<file path="config.mk">
export PLATFORM = sky130hd
export DESIGN_NAME = stochastic_oscillator_core
export DESIGN_NICKNAME = d
export VERILOG_FILES = /design/src/sv/stoch_pkg.sv /design/src/sv/stochastic_oscillator_core.sv /design/src/sv/stoch_front.sv /design/src/sv/stoch_div.sv /design/src/sv/stoch_back.sv
export SDC_FILE = /design/constraint.sdc
export NUM_CORES = 2
export LEC_CHECK = 0
export BUFFER_PORTS_ARGS = -buffer_cell sky130_fd_sc_hd__buf_4
export CAP_MARGIN = 5
export CORE_ASPECT_RATIO = 0.75
export CORE_UTILIZATION = 56
export CTS_BUF_LIST = sky130_fd_sc_hd__clkbuf_8
export DETAILED_ROUTE_END_ITERATION = 16
export PLACE_DENSITY = 0.83
export SKIP_LAST_GASP = 1
export SYNTH_ARGS = -nofsm -noshare
export SYNTH_HDL_FRONTEND = slang
export SYNTH_MEMORY_MAX_BITS = 65536
export SYNTH_SLANG_ARGS = --single-unit
export TNS_END_PERCENT = 30
</file>
<file path="constraint.sdc">
create_clock -name clk -period 17.82 [get_ports clk]
set_input_delay 4.455 -clock clk [delete_from_list [all_inputs] [get_ports clk]]
set_output_delay 4.455 -clock clk [all_outputs]
set_load 0.05 [all_outputs]
</file>
<file path="src/sv/stoch_pkg.sv">
// ----------------------------------------------------------------------------
// stoch_pkg
// Shared types and constants for the stochastic oscillator core.
// ----------------------------------------------------------------------------
package stoch_pkg;

  localparam int MAX_K_PERIOD = 64;
  localparam int MAX_D_PERIOD = 16;
  localparam int PRICE_W      = 32;
  localparam int KP_W         = 7;
  localparam int DP_W         = 5;
  localparam int PCT_W        = 23;
  localparam int SLOT_W       = $clog2(MAX_K_PERIOD);
  localparam int HSLOT_W      = $clog2(MAX_D_PERIOD);
  localparam int SEEN_W       = 7;
  localparam int SEEN_MAX     = MAX_K_PERIOD + MAX_D_PERIOD;
  localparam int SUM_W        = 27;
  localparam int RNG_W        = PRICE_W + 1;
  localparam int REM_W        = RNG_W + 1;
  localparam int PROD_W       = RNG_W + 7;
  localparam int DIV_BITS     = SUM_W;
  localparam int DCNT_W       = $clog2(DIV_BITS + 1);
  localparam int K_QUO_BITS   = 23;
  localparam int CFG_IDX_W    = 1;
  localparam int CFG_DATA_W   = 7;

  localparam logic [PCT_W-1:0] PCT_SCALE = 23'd6553600;
  localparam logic [PCT_W-1:0] PCT_HALF  = 23'd3276800;

  localparam logic [CFG_IDX_W-1:0] CFG_K_PERIOD = 1'd0;
  localparam logic [CFG_IDX_W-1:0] CFG_D_PERIOD = 1'd1;

  typedef struct packed {
    logic                      first_bar;
    logic signed [PRICE_W-1:0] bar_high;
    logic signed [PRICE_W-1:0] bar_low;
    logic signed [PRICE_W-1:0] bar_close;
  } bar_t;

  typedef struct packed {
    logic             k_valid;
    logic [PCT_W-1:0] percent_k;
    logic             d_valid;
    logic [PCT_W-1:0] percent_d;
  } result_t;

  typedef struct packed {
    logic [REM_W-1:0]    rem_init;
    logic [DIV_BITS-1:0] bits;
    logic [DCNT_W-1:0]   count;
    logic [REM_W-1:0]    divisor;
  } div_req_t;

  typedef enum logic [3:0] {
    ST_IDLE,
    ST_WRITE,
    ST_SCAN,
    ST_RATIO,
    ST_KDIV,
    ST_KSTORE,
    ST_SUM,
    ST_DDIV,
    ST_OUT
  } state_t;

endpackage

</file>
<file path="src/sv/stochastic_oscillator_core.sv">
// Stochastic oscillator: one result request (%K, %D) per bar request. In the
// execution side a bar runs the high/low window scan through the window
// memory read port, then the shared one-bit-per-cycle divider does the %K
// ratio and the %D mean. Bars whose %K or %D is not yet valid skip the
// matching divide, and a saturated or flat %K also skips the ratio divide.
// A two-entry queue takes bars while the execution side is busy, and a
// result register lets the next bar start while a result waits.
// ----------------------------------------------------------------------------
// stochastic_oscillator_core
// Top level: configuration registers, input queue and execution side.
// ----------------------------------------------------------------------------
module stochastic_oscillator_core (
  input  logic                                clk,
  input  logic                                rst,
  input  logic                                cfg_we,
  input  logic [stoch_pkg::CFG_IDX_W-1:0]     cfg_index,
  input  logic [stoch_pkg::CFG_DATA_W-1:0]    cfg_data,
  input  logic                                in_valid,
  output logic                                in_ready,
  input  stoch_pkg::bar_t                     in_data,
  output logic                                out_valid,
  input  logic                                out_ready,
  output stoch_pkg::result_t                  out_data
);

  logic [stoch_pkg::KP_W-1:0] k_period;
  logic [stoch_pkg::DP_W-1:0] d_period;
  logic                       q_valid;
  logic                       q_ready;
  stoch_pkg::bar_t            q_data;

  always_ff @(posedge clk) begin
    if (rst) begin
      k_period <= stoch_pkg::KP_W'(14);
      d_period <= stoch_pkg::DP_W'(3);
    end else if (cfg_we) begin
      unique case (cfg_index)
        stoch_pkg::CFG_K_PERIOD: k_period <= cfg_data[stoch_pkg::KP_W-1:0];
        stoch_pkg::CFG_D_PERIOD: d_period <= cfg_data[stoch_pkg::DP_W-1:0];
        default: ;
      endcase
    end
  end

  stoch_front u_front (
    .clk      (clk),
    .rst      (rst),
    .in_valid (in_valid),
    .in_ready (in_ready),
    .in_data  (in_data),
    .q_valid  (q_valid),
    .q_ready  (q_ready),
    .q_data   (q_data)
  );

  stoch_back u_back (
    .clk       (clk),
    .rst       (rst),
    .k_period  (k_period),
    .d_period  (d_period),
    .q_valid   (q_valid),
    .q_ready   (q_ready),
    .q_data    (q_data),
    .out_valid (out_valid),
    .out_ready (out_ready),
    .out_data  (out_data)
  );

endmodule

</file>
<file path="src/sv/stoch_front.sv">
// ----------------------------------------------------------------------------
// stoch_front
// Input side: takes bar requests and holds them in a two-entry queue.
// ----------------------------------------------------------------------------
module stoch_front (
  input  logic            clk,
  input  logic            rst,
  input  logic            in_valid,
  output logic            in_ready,
  input  stoch_pkg::bar_t in_data,
  output logic            q_valid,
  input  logic            q_ready,
  output stoch_pkg::bar_t q_data
);

  stoch_pkg::bar_t entry [2];
  logic       wr_ptr;
  logic       rd_ptr;
  logic [1:0] count;
  logic       push;
  logic       pop;

  assign in_ready = (count != 2'd2);
  assign q_valid  = (count != 2'd0);
  assign q_data   = entry[rd_ptr];
  assign push     = in_valid && in_ready;
  assign pop      = q_valid && q_ready;

  always_ff @(posedge clk) begin
    if (push) begin
      entry[wr_ptr] <= in_data;
    end
  end

  always_ff @(posedge clk) begin
    if (rst) begin
      wr_ptr <= 1'b0;
      rd_ptr <= 1'b0;
      count  <= 2'd0;
    end else begin
      if (push) begin
        wr_ptr <= ~wr_ptr;
      end
      if (pop) begin
        rd_ptr <= ~rd_ptr;
      end
      unique case ({push, pop})
        2'b10:   count <= count + 2'd1;
        2'b01:   count <= count - 2'd1;
        default: count <= count;
      endcase
    end
  end

endmodule

</file>
<file path="src/sv/stoch_div.sv">
// ----------------------------------------------------------------------------
// stoch_div
// Shared restoring divider, one quotient bit per cycle.
// ----------------------------------------------------------------------------
module stoch_div (
  input  logic                             clk,
  input  logic                             rst,
  input  logic                             start,
  input  stoch_pkg::div_req_t              req,
  output logic                             done,
  output logic [stoch_pkg::DIV_BITS-1:0]   quotient
);

  logic [stoch_pkg::REM_W-1:0]    rem;
  logic [stoch_pkg::DIV_BITS-1:0] sh;
  logic [stoch_pkg::DCNT_W-1:0]   cnt;
  logic [stoch_pkg::REM_W-1:0]    divisor;
  logic                           busy;
  logic [stoch_pkg::REM_W-1:0]    trial;

  // remainder stays below the divisor, so its top bit is free for the shift
  assign trial = {rem[stoch_pkg::REM_W-2:0], sh[stoch_pkg::DIV_BITS-1]};

  always_ff @(posedge clk) begin
    if (start) begin
      rem      <= req.rem_init;
      sh       <= req.bits;
      cnt      <= req.count;
      divisor  <= req.divisor;
      quotient <= '0;
    end else if (busy) begin
      sh  <= {sh[stoch_pkg::DIV_BITS-2:0], 1'b0};
      cnt <= cnt - stoch_pkg::DCNT_W'(1);
      if (trial >= divisor) begin
        rem      <= trial - divisor;
        quotient <= {quotient[stoch_pkg::DIV_BITS-2:0], 1'b1};
      end else begin
        rem      <= trial;
        quotient <= {quotient[stoch_pkg::DIV_BITS-2:0], 1'b0};
      end
    end
  end

  always_ff @(posedge clk) begin
    if (rst) begin
      busy <= 1'b0;
      done <= 1'b0;
    end else begin
      done <= 1'b0;
      if (start) begin
        busy <= 1'b1;
      end else if (busy && cnt == stoch_pkg::DCNT_W'(1)) begin
        busy <= 1'b0;
        done <= 1'b1;
      end
    end
  end

endmodule

</file>
<file path="src/sv/stoch_back.sv">
// ----------------------------------------------------------------------------
// stoch_back
// Execution side: window store, high/low scan, %K and %D computation.
// ----------------------------------------------------------------------------
module stoch_back (
  input  logic                          clk,
  input  logic                          rst,
  input  logic [stoch_pkg::KP_W-1:0]    k_period,
  input  logic [stoch_pkg::DP_W-1:0]    d_period,
  input  logic                          q_valid,
  output logic                          q_ready,
  input  stoch_pkg::bar_t               q_data,
  output logic                          out_valid,
  input  logic                          out_ready,
  output stoch_pkg::result_t            out_data
);

  localparam int PW = stoch_pkg::PRICE_W;

  stoch_pkg::state_t state;
  stoch_pkg::state_t state_next;

  logic signed [PW-1:0] high_mem [stoch_pkg::MAX_K_PERIOD];
  logic signed [PW-1:0] low_mem  [stoch_pkg::MAX_K_PERIOD];
  logic signed [PW-1:0] high_q;
  logic signed [PW-1:0] low_q;
  logic [stoch_pkg::PCT_W-1:0] hist [stoch_pkg::MAX_D_PERIOD];

  stoch_pkg::bar_t                 bar;
  logic [stoch_pkg::SLOT_W-1:0]    bar_slot;
  logic [stoch_pkg::HSLOT_W-1:0]   k_slot;
  logic [stoch_pkg::SEEN_W-1:0]    bars_seen;
  logic [stoch_pkg::KP_W-1:0]      scan_cnt;
  logic                            rd_pend;
  logic                            rd_first;
  logic signed [PW-1:0]            hh;
  logic signed [PW-1:0]            ll;
  logic                            k_valid;
  logic                            d_valid;
  logic [stoch_pkg::PCT_W-1:0]     pk;
  logic [stoch_pkg::PCT_W-1:0]     pd;
  logic [stoch_pkg::SUM_W-1:0]     sum;
  logic [stoch_pkg::DP_W-1:0]      d_cnt;

  logic [stoch_pkg::KP_W-1:0]      kp;
  logic [stoch_pkg::DP_W-1:0]      dp;
  logic [stoch_pkg::SLOT_W-1:0]    slot_eff;
  logic [stoch_pkg::HSLOT_W-1:0]   kslot_eff;
  logic [stoch_pkg::SEEN_W-1:0]    seen_eff;
  logic [stoch_pkg::SEEN_W-1:0]    seen_inc;
  logic [stoch_pkg::SLOT_W-1:0]    rd_addr;
  logic [stoch_pkg::RNG_W-1:0]     range;
  logic [stoch_pkg::RNG_W-1:0]     num;
  logic [stoch_pkg::PROD_W-1:0]    prod;
  logic                            d_ready;
  logic                            out_free;
  logic                            div_start;
  stoch_pkg::div_req_t             div_req;
  logic                            div_done;
  logic [stoch_pkg::DIV_BITS-1:0]  div_quo;

  // out-of-range lengths clamp to 1..max
  assign kp = (k_period == '0) ? stoch_pkg::KP_W'(1) :
              (k_period > stoch_pkg::KP_W'(stoch_pkg::MAX_K_PERIOD)) ?
              stoch_pkg::KP_W'(stoch_pkg::MAX_K_PERIOD) : k_period;
  assign dp = (d_period == '0) ? stoch_pkg::DP_W'(1) :
              (d_period > stoch_pkg::DP_W'(stoch_pkg::MAX_D_PERIOD)) ?
              stoch_pkg::DP_W'(stoch_pkg::MAX_D_PERIOD) : d_period;

  assign slot_eff  = bar.first_bar ? '0 : bar_slot;
  assign kslot_eff = bar.first_bar ? '0 : k_slot;
  assign seen_eff  = bar.first_bar ? '0 : bars_seen;
  assign seen_inc  = (seen_eff < stoch_pkg::SEEN_W'(stoch_pkg::SEEN_MAX)) ?
                     seen_eff + stoch_pkg::SEEN_W'(1) : seen_eff;

  assign rd_addr = bar_slot - scan_cnt[stoch_pkg::SLOT_W-1:0];
  assign range   = {hh[PW-1], hh} - {ll[PW-1], ll};
  assign num     = {bar.bar_close[PW-1], bar.bar_close} - {ll[PW-1], ll};
  assign prod    = stoch_pkg::PROD_W'(num) * stoch_pkg::PROD_W'(100);
  assign d_ready = ({1'b0, bars_seen} >=
                    ({1'b0, kp} + {3'b000, dp} - 8'd1));
  assign out_free = !out_valid || out_ready;
  assign q_ready  = (state == stoch_pkg::ST_IDLE);

  // the ratio lies in (0,100), so a >> 7 is already below the range
  always_comb begin
    div_start = 1'b0;
    div_req   = '0;
    if (state == stoch_pkg::ST_RATIO && hh > ll && bar.bar_close > ll &&
        bar.bar_close < hh) begin
      div_start        = 1'b1;
      div_req.rem_init = stoch_pkg::REM_W'(prod[stoch_pkg::PROD_W-1:7]);
      div_req.bits     = {prod[6:0], 20'd0};
      div_req.count    = stoch_pkg::DCNT_W'(stoch_pkg::K_QUO_BITS);
      div_req.divisor  = stoch_pkg::REM_W'(range);
    end else if (state == stoch_pkg::ST_SUM && d_cnt == dp) begin
      div_start        = 1'b1;
      div_req.rem_init = '0;
      div_req.bits     = sum;
      div_req.count    = stoch_pkg::DCNT_W'(stoch_pkg::DIV_BITS);
      div_req.divisor  = stoch_pkg::REM_W'(dp);
    end
  end

  stoch_div u_div (
    .clk      (clk),
    .rst      (rst),
    .start    (div_start),
    .req      (div_req),
    .done     (div_done),
    .quotient (div_quo)
  );

  // window memories
  always_ff @(posedge clk) begin
    if (state == stoch_pkg::ST_WRITE) begin
      high_mem[slot_eff] <= bar.bar_high;
      low_mem[slot_eff]  <= bar.bar_low;
    end
    high_q <= high_mem[rd_addr];
    low_q  <= low_mem[rd_addr];
  end

  always_ff @(posedge clk) begin
    if (rst) begin
      state <= stoch_pkg::ST_IDLE;
    end else begin
      state <= state_next;
    end
  end

  always_comb begin
    state_next = state;
    unique case (state)
      stoch_pkg::ST_IDLE: begin
        if (q_valid) state_next = stoch_pkg::ST_WRITE;
      end
      stoch_pkg::ST_WRITE: begin
        state_next = (seen_inc >= kp) ? stoch_pkg::ST_SCAN : stoch_pkg::ST_KSTORE;
      end
      stoch_pkg::ST_SCAN: begin
        if (scan_cnt == kp && !rd_pend) state_next = stoch_pkg::ST_RATIO;
      end
      stoch_pkg::ST_RATIO: begin
        state_next = div_start ? stoch_pkg::ST_KDIV : stoch_pkg::ST_KSTORE;
      end
      stoch_pkg::ST_KDIV: begin
        if (div_done) state_next = stoch_pkg::ST_KSTORE;
      end
      stoch_pkg::ST_KSTORE: begin
        state_next = d_ready ? stoch_pkg::ST_SUM : stoch_pkg::ST_OUT;
      end
      stoch_pkg::ST_SUM: begin
        if (d_cnt == dp) state_next = stoch_pkg::ST_DDIV;
      end
      stoch_pkg::ST_DDIV: begin
        if (div_done) state_next = stoch_pkg::ST_OUT;
      end
      stoch_pkg::ST_OUT: begin
        if (out_free) state_next = stoch_pkg::ST_IDLE;
      end
      default: state_next = stoch_pkg::ST_IDLE;
    endcase
  end

  // series counters
  always_ff @(posedge clk) begin
    if (rst) begin
      bar_slot  <= '0;
      k_slot    <= '0;
      bars_seen <= '0;
    end else begin
      if (state == stoch_pkg::ST_WRITE) begin
        bar_slot  <= slot_eff;
        k_slot    <= kslot_eff;
        bars_seen <= seen_inc;
      end
      if (state == stoch_pkg::ST_KSTORE) begin
        bar_slot <= bar_slot + stoch_pkg::SLOT_W'(1);
        if (!d_ready) k_slot <= k_slot + stoch_pkg::HSLOT_W'(1);
      end
      if (state == stoch_pkg::ST_DDIV && div_done) begin
        k_slot <= k_slot + stoch_pkg::HSLOT_W'(1);
      end
    end
  end

  // per-item datapath
  always_ff @(posedge clk) begin
    if (state == stoch_pkg::ST_IDLE && q_valid) begin
      bar <= q_data;
    end
    if (state == stoch_pkg::ST_WRITE) begin
      scan_cnt <= '0;
      k_valid  <= 1'b0;
      pk       <= '0;
    end
    if (state == stoch_pkg::ST_SCAN) begin
      rd_pend  <= (scan_cnt < kp);
      rd_first <= (scan_cnt == '0);
      if (scan_cnt < kp) scan_cnt <= scan_cnt + stoch_pkg::KP_W'(1);
      if (rd_pend) begin
        if (rd_first || high_q > hh) hh <= high_q;
        if (rd_first || low_q < ll) ll <= low_q;
      end
    end else begin
      rd_pend <= 1'b0;
    end
    if (state == stoch_pkg::ST_RATIO) begin
      k_valid <= 1'b1;
      if (!(hh > ll)) begin
        pk <= stoch_pkg::PCT_HALF;
      end else if (bar.bar_close <= ll) begin
        pk <= '0;
      end else if (bar.bar_close >= hh) begin
        pk <= stoch_pkg::PCT_SCALE;
      end
    end
    if (state == stoch_pkg::ST_KDIV && div_done) begin
      pk <= div_quo[stoch_pkg::PCT_W-1:0];
    end
    if (state == stoch_pkg::ST_KSTORE) begin
      hist[k_slot] <= pk;
      sum          <= '0;
      d_cnt        <= '0;
      d_valid      <= d_ready;
      pd           <= '0;
    end
    if (state == stoch_pkg::ST_SUM && d_cnt != dp) begin
      sum   <= sum + stoch_pkg::SUM_W'(hist[k_slot - d_cnt[stoch_pkg::HSLOT_W-1:0]]);
      d_cnt <= d_cnt + stoch_pkg::DP_W'(1);
    end
    if (state == stoch_pkg::ST_DDIV && div_done) begin
      pd <= div_quo[stoch_pkg::PCT_W-1:0];
    end
    if (state == stoch_pkg::ST_OUT && out_free) begin
      out_data.k_valid   <= k_valid;
      out_data.percent_k <= pk;
      out_data.d_valid   <= d_valid;
      out_data.percent_d <= pd;
    end
  end

  // result register
  always_ff @(posedge clk) begin
    if (rst) begin
      out_valid <= 1'b0;
    end else if (state == stoch_pkg::ST_OUT && out_free) begin
      out_valid <= 1'b1;
    end else if (out_ready) begin
      out_valid <= 1'b0;
    end
  end

endmodule

</file>
# After elaboration in Yosys (flattened, before gate mapping)
# Memories as Yosys holds them, arrays and structs flattened. A register that Yosys moved wholly into a read port is not among the register bits.
# Cells that the tools add are included.
dict set report totals {
  regBits 363
  ramBits 4658
  in_bits 110
  output_inout_bits 50
  elab_cells 190
  n_memories 4
}
# memory depth word_bits read_ports rd_ports_with_merged_regs write_ports line_no
set memory_table {}
lappend memory_table {u_back.high_mem 64 32 1 1 1 stoch_back.sv:23} ;# logic signed [PW-1:0] high_mem [stoch_pkg::MAX_K_PERIOD];
lappend memory_table {u_back.low_mem 64 32 1 1 1 stoch_back.sv:24} ;# logic signed [PW-1:0] low_mem [stoch_pkg::MAX_K_PERIOD];
lappend memory_table {u_back.hist 16 23 1 0 1 stoch_back.sv:27} ;# logic [stoch_pkg::PCT_W-1:0] hist [stoch_pkg::MAX_D_PERIOD];
lappend memory_table {u_front.entry 2 97 1 1 1 stoch_front.sv:16} ;# stoch_pkg::bar_t entry [2];
dict set report op_classes {
  add_sub_neg 16
  multipliers 1
  magnitude_cmp 14
  eq_ne 21
  mux 63
  n_bitwise 3
  reduce_logical 35
}
# cell n
set ops {}
lappend ops {{$mux 23} 8}
lappend ops {{$mux 27} 4}
lappend ops {{$mux 33} 3}
lappend ops {{$mux 99} 1}
lappend ops {{$gt 32x32->1} 3}
lappend ops {{$mux 66} 1}
lappend ops {{$sub 32x32->33} 2}
lappend ops {{$lt 32x32->1} 2}
lappend ops {{$mux 7} 7}
lappend ops {{$mux 4} 12}
lappend ops {{$mul 33x5->38 const B} 1}
lappend ops {{$pmux 4 s9} 1}
lappend ops {{$ge 34x34->1} 1}
lappend ops {{$sub 33x33->33} 1}
lappend ops {{$ge 32x32->1} 1}
lappend ops {{$le 32x32->1} 1}
lappend ops {{$mux 5} 6}
lappend ops {{$add 27x23->27} 1}
lappend ops {{$mux 6} 3}
lappend ops {{$eq 4x3->1 const B} 4}
lappend ops {{$reduce_bool 2->1} 8}
lappend ops {{$mux 1} 15}
lappend ops {{$add 7x1->7 const B} 2}
lappend ops {{$logic_not 7->1} 2}
lappend ops {{39 further kinds} 63}

# Longest topological paths before layout
dict set report logic_depth {
  depth_word 9
  depth_mapped 30
}

# Modules after synthesis
# A second synthesis with hierarchy kept.
dict set report hier_totals {
  hier_cells 9917
  hier_area_um2 208084.6
}
# module instances cells_per_inst area_per_inst_um2 seq_area_each_um2
set modules_own_cells {}
lappend modules_own_cells {stoch_back 1 8915 193058.9 144398.5}
lappend modules_own_cells {stoch_div 1 623 7273.2 3553.4}
lappend modules_own_cells {stoch_front 1 326 7220.7 5925.7}
lappend modules_own_cells {stochastic_oscillator_core 1 53 531.8 240.2}

# Worst setup path after synthesis
# OpenSTA, ideal clock, no wires.
dict set report synth_timing {
  kind {input to register}
  start {input port in_valid}
  end {memory u_front.entry[0][0] (netlist bit), enable pin}
  arrival_time_ps 8610
  required_ps 17266
  path_slack_ps 8656
  cell_stages 2
  n_path_buf 0
  path_cell_list {nand2_1 nor2_1}
}
dict set report synth_via {
  elab_chain_cells 3
}
# item line_no
set synth_rtl {}
lappend synth_rtl {{start: declaration} stochastic_oscillator_core.sv:18} ;# input logic in_valid,
lappend synth_rtl {{$logic_and 1x1->1} stoch_front.sv:26} ;# assign push = in_valid && in_ready;
lappend synth_rtl {{$mux 1} stoch_front.sv:30} ;# if (push) begin
lappend synth_rtl {{$mux 1 (implied by the code)} stoch_front.sv:31} ;# entry[wr_ptr] <= in_data;
lappend synth_rtl {{end: declaration} stoch_front.sv:16}
# Every way passes these cells.

# Worst setup path in the final report
dict set report layout_timing {
  start {register u_back.bar_slot[0] (netlist bit)}
  end {register u_back.high_q[12] (read register of u_back.high_mem)}
}
dict set report layout_via {
  elab_chain_cells 1
}
# item line_no
set layout_rtl {}
lappend layout_rtl {{start: declaration} stoch_back.sv:30} ;# logic [stoch_pkg::SLOT_W-1:0] bar_slot;
lappend layout_rtl {{start signal: assignment} stoch_back.sv:174} ;# bar_slot <= slot_eff;
lappend layout_rtl {{start signal: assignment} stoch_back.sv:179} ;# bar_slot <= bar_slot + stoch_pkg::SLOT_W'(1);
lappend layout_rtl {{$sub 6x6->6} stoch_back.sv:76} ;# assign rd_addr = bar_slot - scan_cnt[stoch_pkg::SLOT_W-1:0];
lappend layout_rtl {{end: declaration} stoch_back.sv:25} ;# logic signed [PW-1:0] high_q;
# Every way passes these cells.
# A chain may end at the register's enable or synchronous reset.

==> results_dict.tcl <==
set metrics [dict create \
    outcome "finished, final reports clean" \
    async_reset_ff_frac 0 \
    cp.required_ps 18830 \
    synth_edf_count 5022 \
    root_buffer "clkbuf_8" \
    drive_gt1_frac 0.268 \
    cts_buffer_depth 4 \
    yosysSeqAreaShare 0.744 \
    grt_pass1_vias 110143 \
    rsz0062_at_grt "false" \
    ys.flop_type "edfxtp_1" \
    synth_top_area_share 0.729 \
    skew_ps 90.3 \
    postCtsSetupBuffers 0 \
    worstPathMaxFanout 64 \
    cp-end-kind "register" \
    grt_max_degree 140 \
    synth_area_per_cell_sq_um 21.0 \
    synth.most_common_cell "edfxtp_1" \
    gp_congestion 0.926 \
    detailed_place_hpwl_mm 316 \
    drtIter0Drc 18379 \
    tns_ps 0 \
    worstSetupStartpoint "u_back.bar_slot[0]" \
    boundaryPins 160 \
    synth_cell_types 105 \
    vias_per_cell 6.93 \
    path_buf_inv 6 \
    finish.utilization 0.625 \
    start_util 0.565 \
    antenna_left 0 \
    clock_latency_ps 1190 \
    reg2reg_from "u_back.bar_slot[0]" \
    cts_max_level 6 \
    synthTopCellsByArea "edfxtp_1 73%, mux4_2 15%, ha_1 2.2%" \
    path_cells "inv_1 -> ha_4 -> inv_1 -> fa_4 -> buf_4 -> buf_4 -> buf_4 -> buf_4 -> mux4_2 -> mux4_2 -> nor2b_1 -> a211oi_1 -> a21oi_1" \
    grt_usage 0.306 \
    finalHoldViolCount 0 \
    cts_made_buffers 715 \
    path_common_cell "buf_4" \
    cellLeakagePower_nw 75.3 \
    rrSetupSlack_ps 10790 \
    hold_class "register to register" \
    vias 111297 \
    path_clk_slew_ps 70 \
    min_period_over_period 0.394 \
    setup_viol 0 \
    wl_per_cell_um 35.9 \
    synthCells 9846 \
    cp_slowest_stage_delay_ps 1120 \
    dieArea_sq_um 372000 \
    postCtsHoldBufs 0 \
    max_freq_mhz 142 \
    synth_seq_cells 5181 \
    antenna_found_initial 28 \
    start_kind "register" \
    r2r_end "u_back.high_q[12]" \
    slew_headroom 0.116 \
    arrival_ps 8030 \
    cts_tree "built" \
    hold_depth 0 \
    syn-cell-area_sq_um 207000 \
    io_buffers 159 \
    cts_num_sinks 5181 \
    ff2ff_path_depth 13 \
    yosys-top-cells-count "5022 x edfxtp_1, 1372 x mux4_2, 370 x ha_1" \
    cpMaxStageDelayCell "fa_4" \
    die_h_um 528 \
    yosys_warnings 0 \
    first_pass_iters 8 \
    tightest_slew_ps 1330 \
    final_max_slew_viol_count 0 \
    critPathTopFamily "buffers and inverters" \
    totalWireLength_mm 577 \
    ir_worst_vdd_mv 0.294 \
    nFillCells 22774 \
    coreArea_sq_um 366000 \
    num_rows 192 \
    max_cap_viol_count 0 \
    ctsResizeCount 0 \
    fin_crit_ps 7030 \
    synthToLayoutAreaGrowth_pct 10.7 \
    hold_end "u_back.out_data[5]" \
    grt_pass1_wl_mm 804 \
    power_density_nw_per_um2 143 \
    fin_nets 11088 \
    die_w_um 704 \
    yosys.area.top_type "edfxtp_1" \
    syn-num-nets 10361 \
    min-delay-start "u_back.pd[5]" \
    whs_ps 419 \
    critPathKind "register to register" \
    drc 0 \
    grt-ovfl-total 0 \
]
==> logic make-up (layout without fill, tap and decap cells) <==
logic type               count (synthesis)  count (layout)  share of synthesized area
other                                    0              38                          0
AND/OR/NAND/NOR                        978             978                     0.0232
buffers and inverters                  691            2006                     0.0132
adder cells (fa/ha/maj)                405             405                     0.0258
flip-flops                            5181            5181                      0.744
multiplexers                          1590            1590                      0.161
AO/OA/AOI/OAI                          831             831                     0.0259
XOR/XNOR                               170             170                    0.00720
==> stage by stage <==
step | setup slack (ps) | instance area [sq um] | std cells | power (mW)
final | 10790 | 229000 | 16049 | 32.8
after CTS | 10930 | 229000 | 16011 | 32.7
after global placement | 10810 | 215000 | 14706 | 23.7
after global routing | 10220 | 229000 | 16021 | 34.0
after detailed placement | 10930 | 215000 | 14706 | 24.0
after floorplan | 8660 | 207000 | 9846 | 21.5
==> per-layer routing <==
metal  up-vias  wire [um]  GRT usage
met3      1921      90200      0.102
met2     10335     258000      0.456
met5         -        125    0.00180
li1      42336          -          -
met4        12      32600      0.152
met1     56693     196000      0.410
==> sequential cells by signal (all words and copies together) (netlist names), 23 cells and up <==
register / flops
u_back.low_q: 32
u_back.out_data: 48
u_back.low_mem: 2048
u_back.high_q: 32
u_back.ll: 32
u_back.pd: 23
u_back.u_div.divisor: 33
u_back.hist: 368
u_back.sum: 27
u_front.entry: 194
u_back.bar: 97
u_back.high_mem: 2048
u_back.u_div.sh: 27
u_back.u_div.rem: 33
u_back.pk: 23
u_back.u_div.quotient: 23
u_back.hh: 32
==> power breakdown <==
group | internal, mW | switching [mW]
combinational | 3.60 | 5.24
clock | 4.32 | 4.54
sequential | 14.7 | 0.399
total | 22.6 | 10.2
==> area by class of cell <==
cell class | instances | area (sq um) | share of cell area
clock inverters | 534 | 2940 | 0.0128
flip-flops and latches | 5181 | 154000 | 0.672
diodes | 38 | 95.1 | 0.000415
multi-input cells | 3974 | 51000 | 0.222
clock buffers | 771 | 10600 | 0.0463
inverters | 253 | 950 | 0.00414
well taps | 4850 | 6070 | 0.0265
repair buffers | 448 | 3510 | 0.0153
==> placed cells by master (no fill, tap or decap), drive strengths merged, types with 46 or more instances in the layout <==
master,netlist,routed
nor2b,123,123
nand3,67,67
mux2i,117,117
xnor2,95,95
o21ai,123,123
xor2,75,75
a21oi,300,300
edfxtp,5022,5022
inv,252,521
nand2b,47,47
a211oi,97,97
a21o,94,94
buf,151,448
clkbuf,285,771
dfxtp,159,159
clkinv,1,224
mux2,101,101
nand4,46,46
nor3,63,63
nand2,193,193
mux4,1372,1372
ha,370,370
nor2,320,320
==> how the worst max path moves through the flow <==
stage,end,slack [ps],depth (start not counted)
after floorplan,u_front.entry[0][0],8660,2
after global placement,u_back.u_div.rem[30],10810,30
after detailed placement,u_back.u_div.rem[30],10930,29
after CTS,u_back.u_div.rem[30],10930,29
after global routing,u_back.u_div.rem[30],10220,29
final,u_back.high_q[12],10790,13
Power figures use the tool's default switching activity.
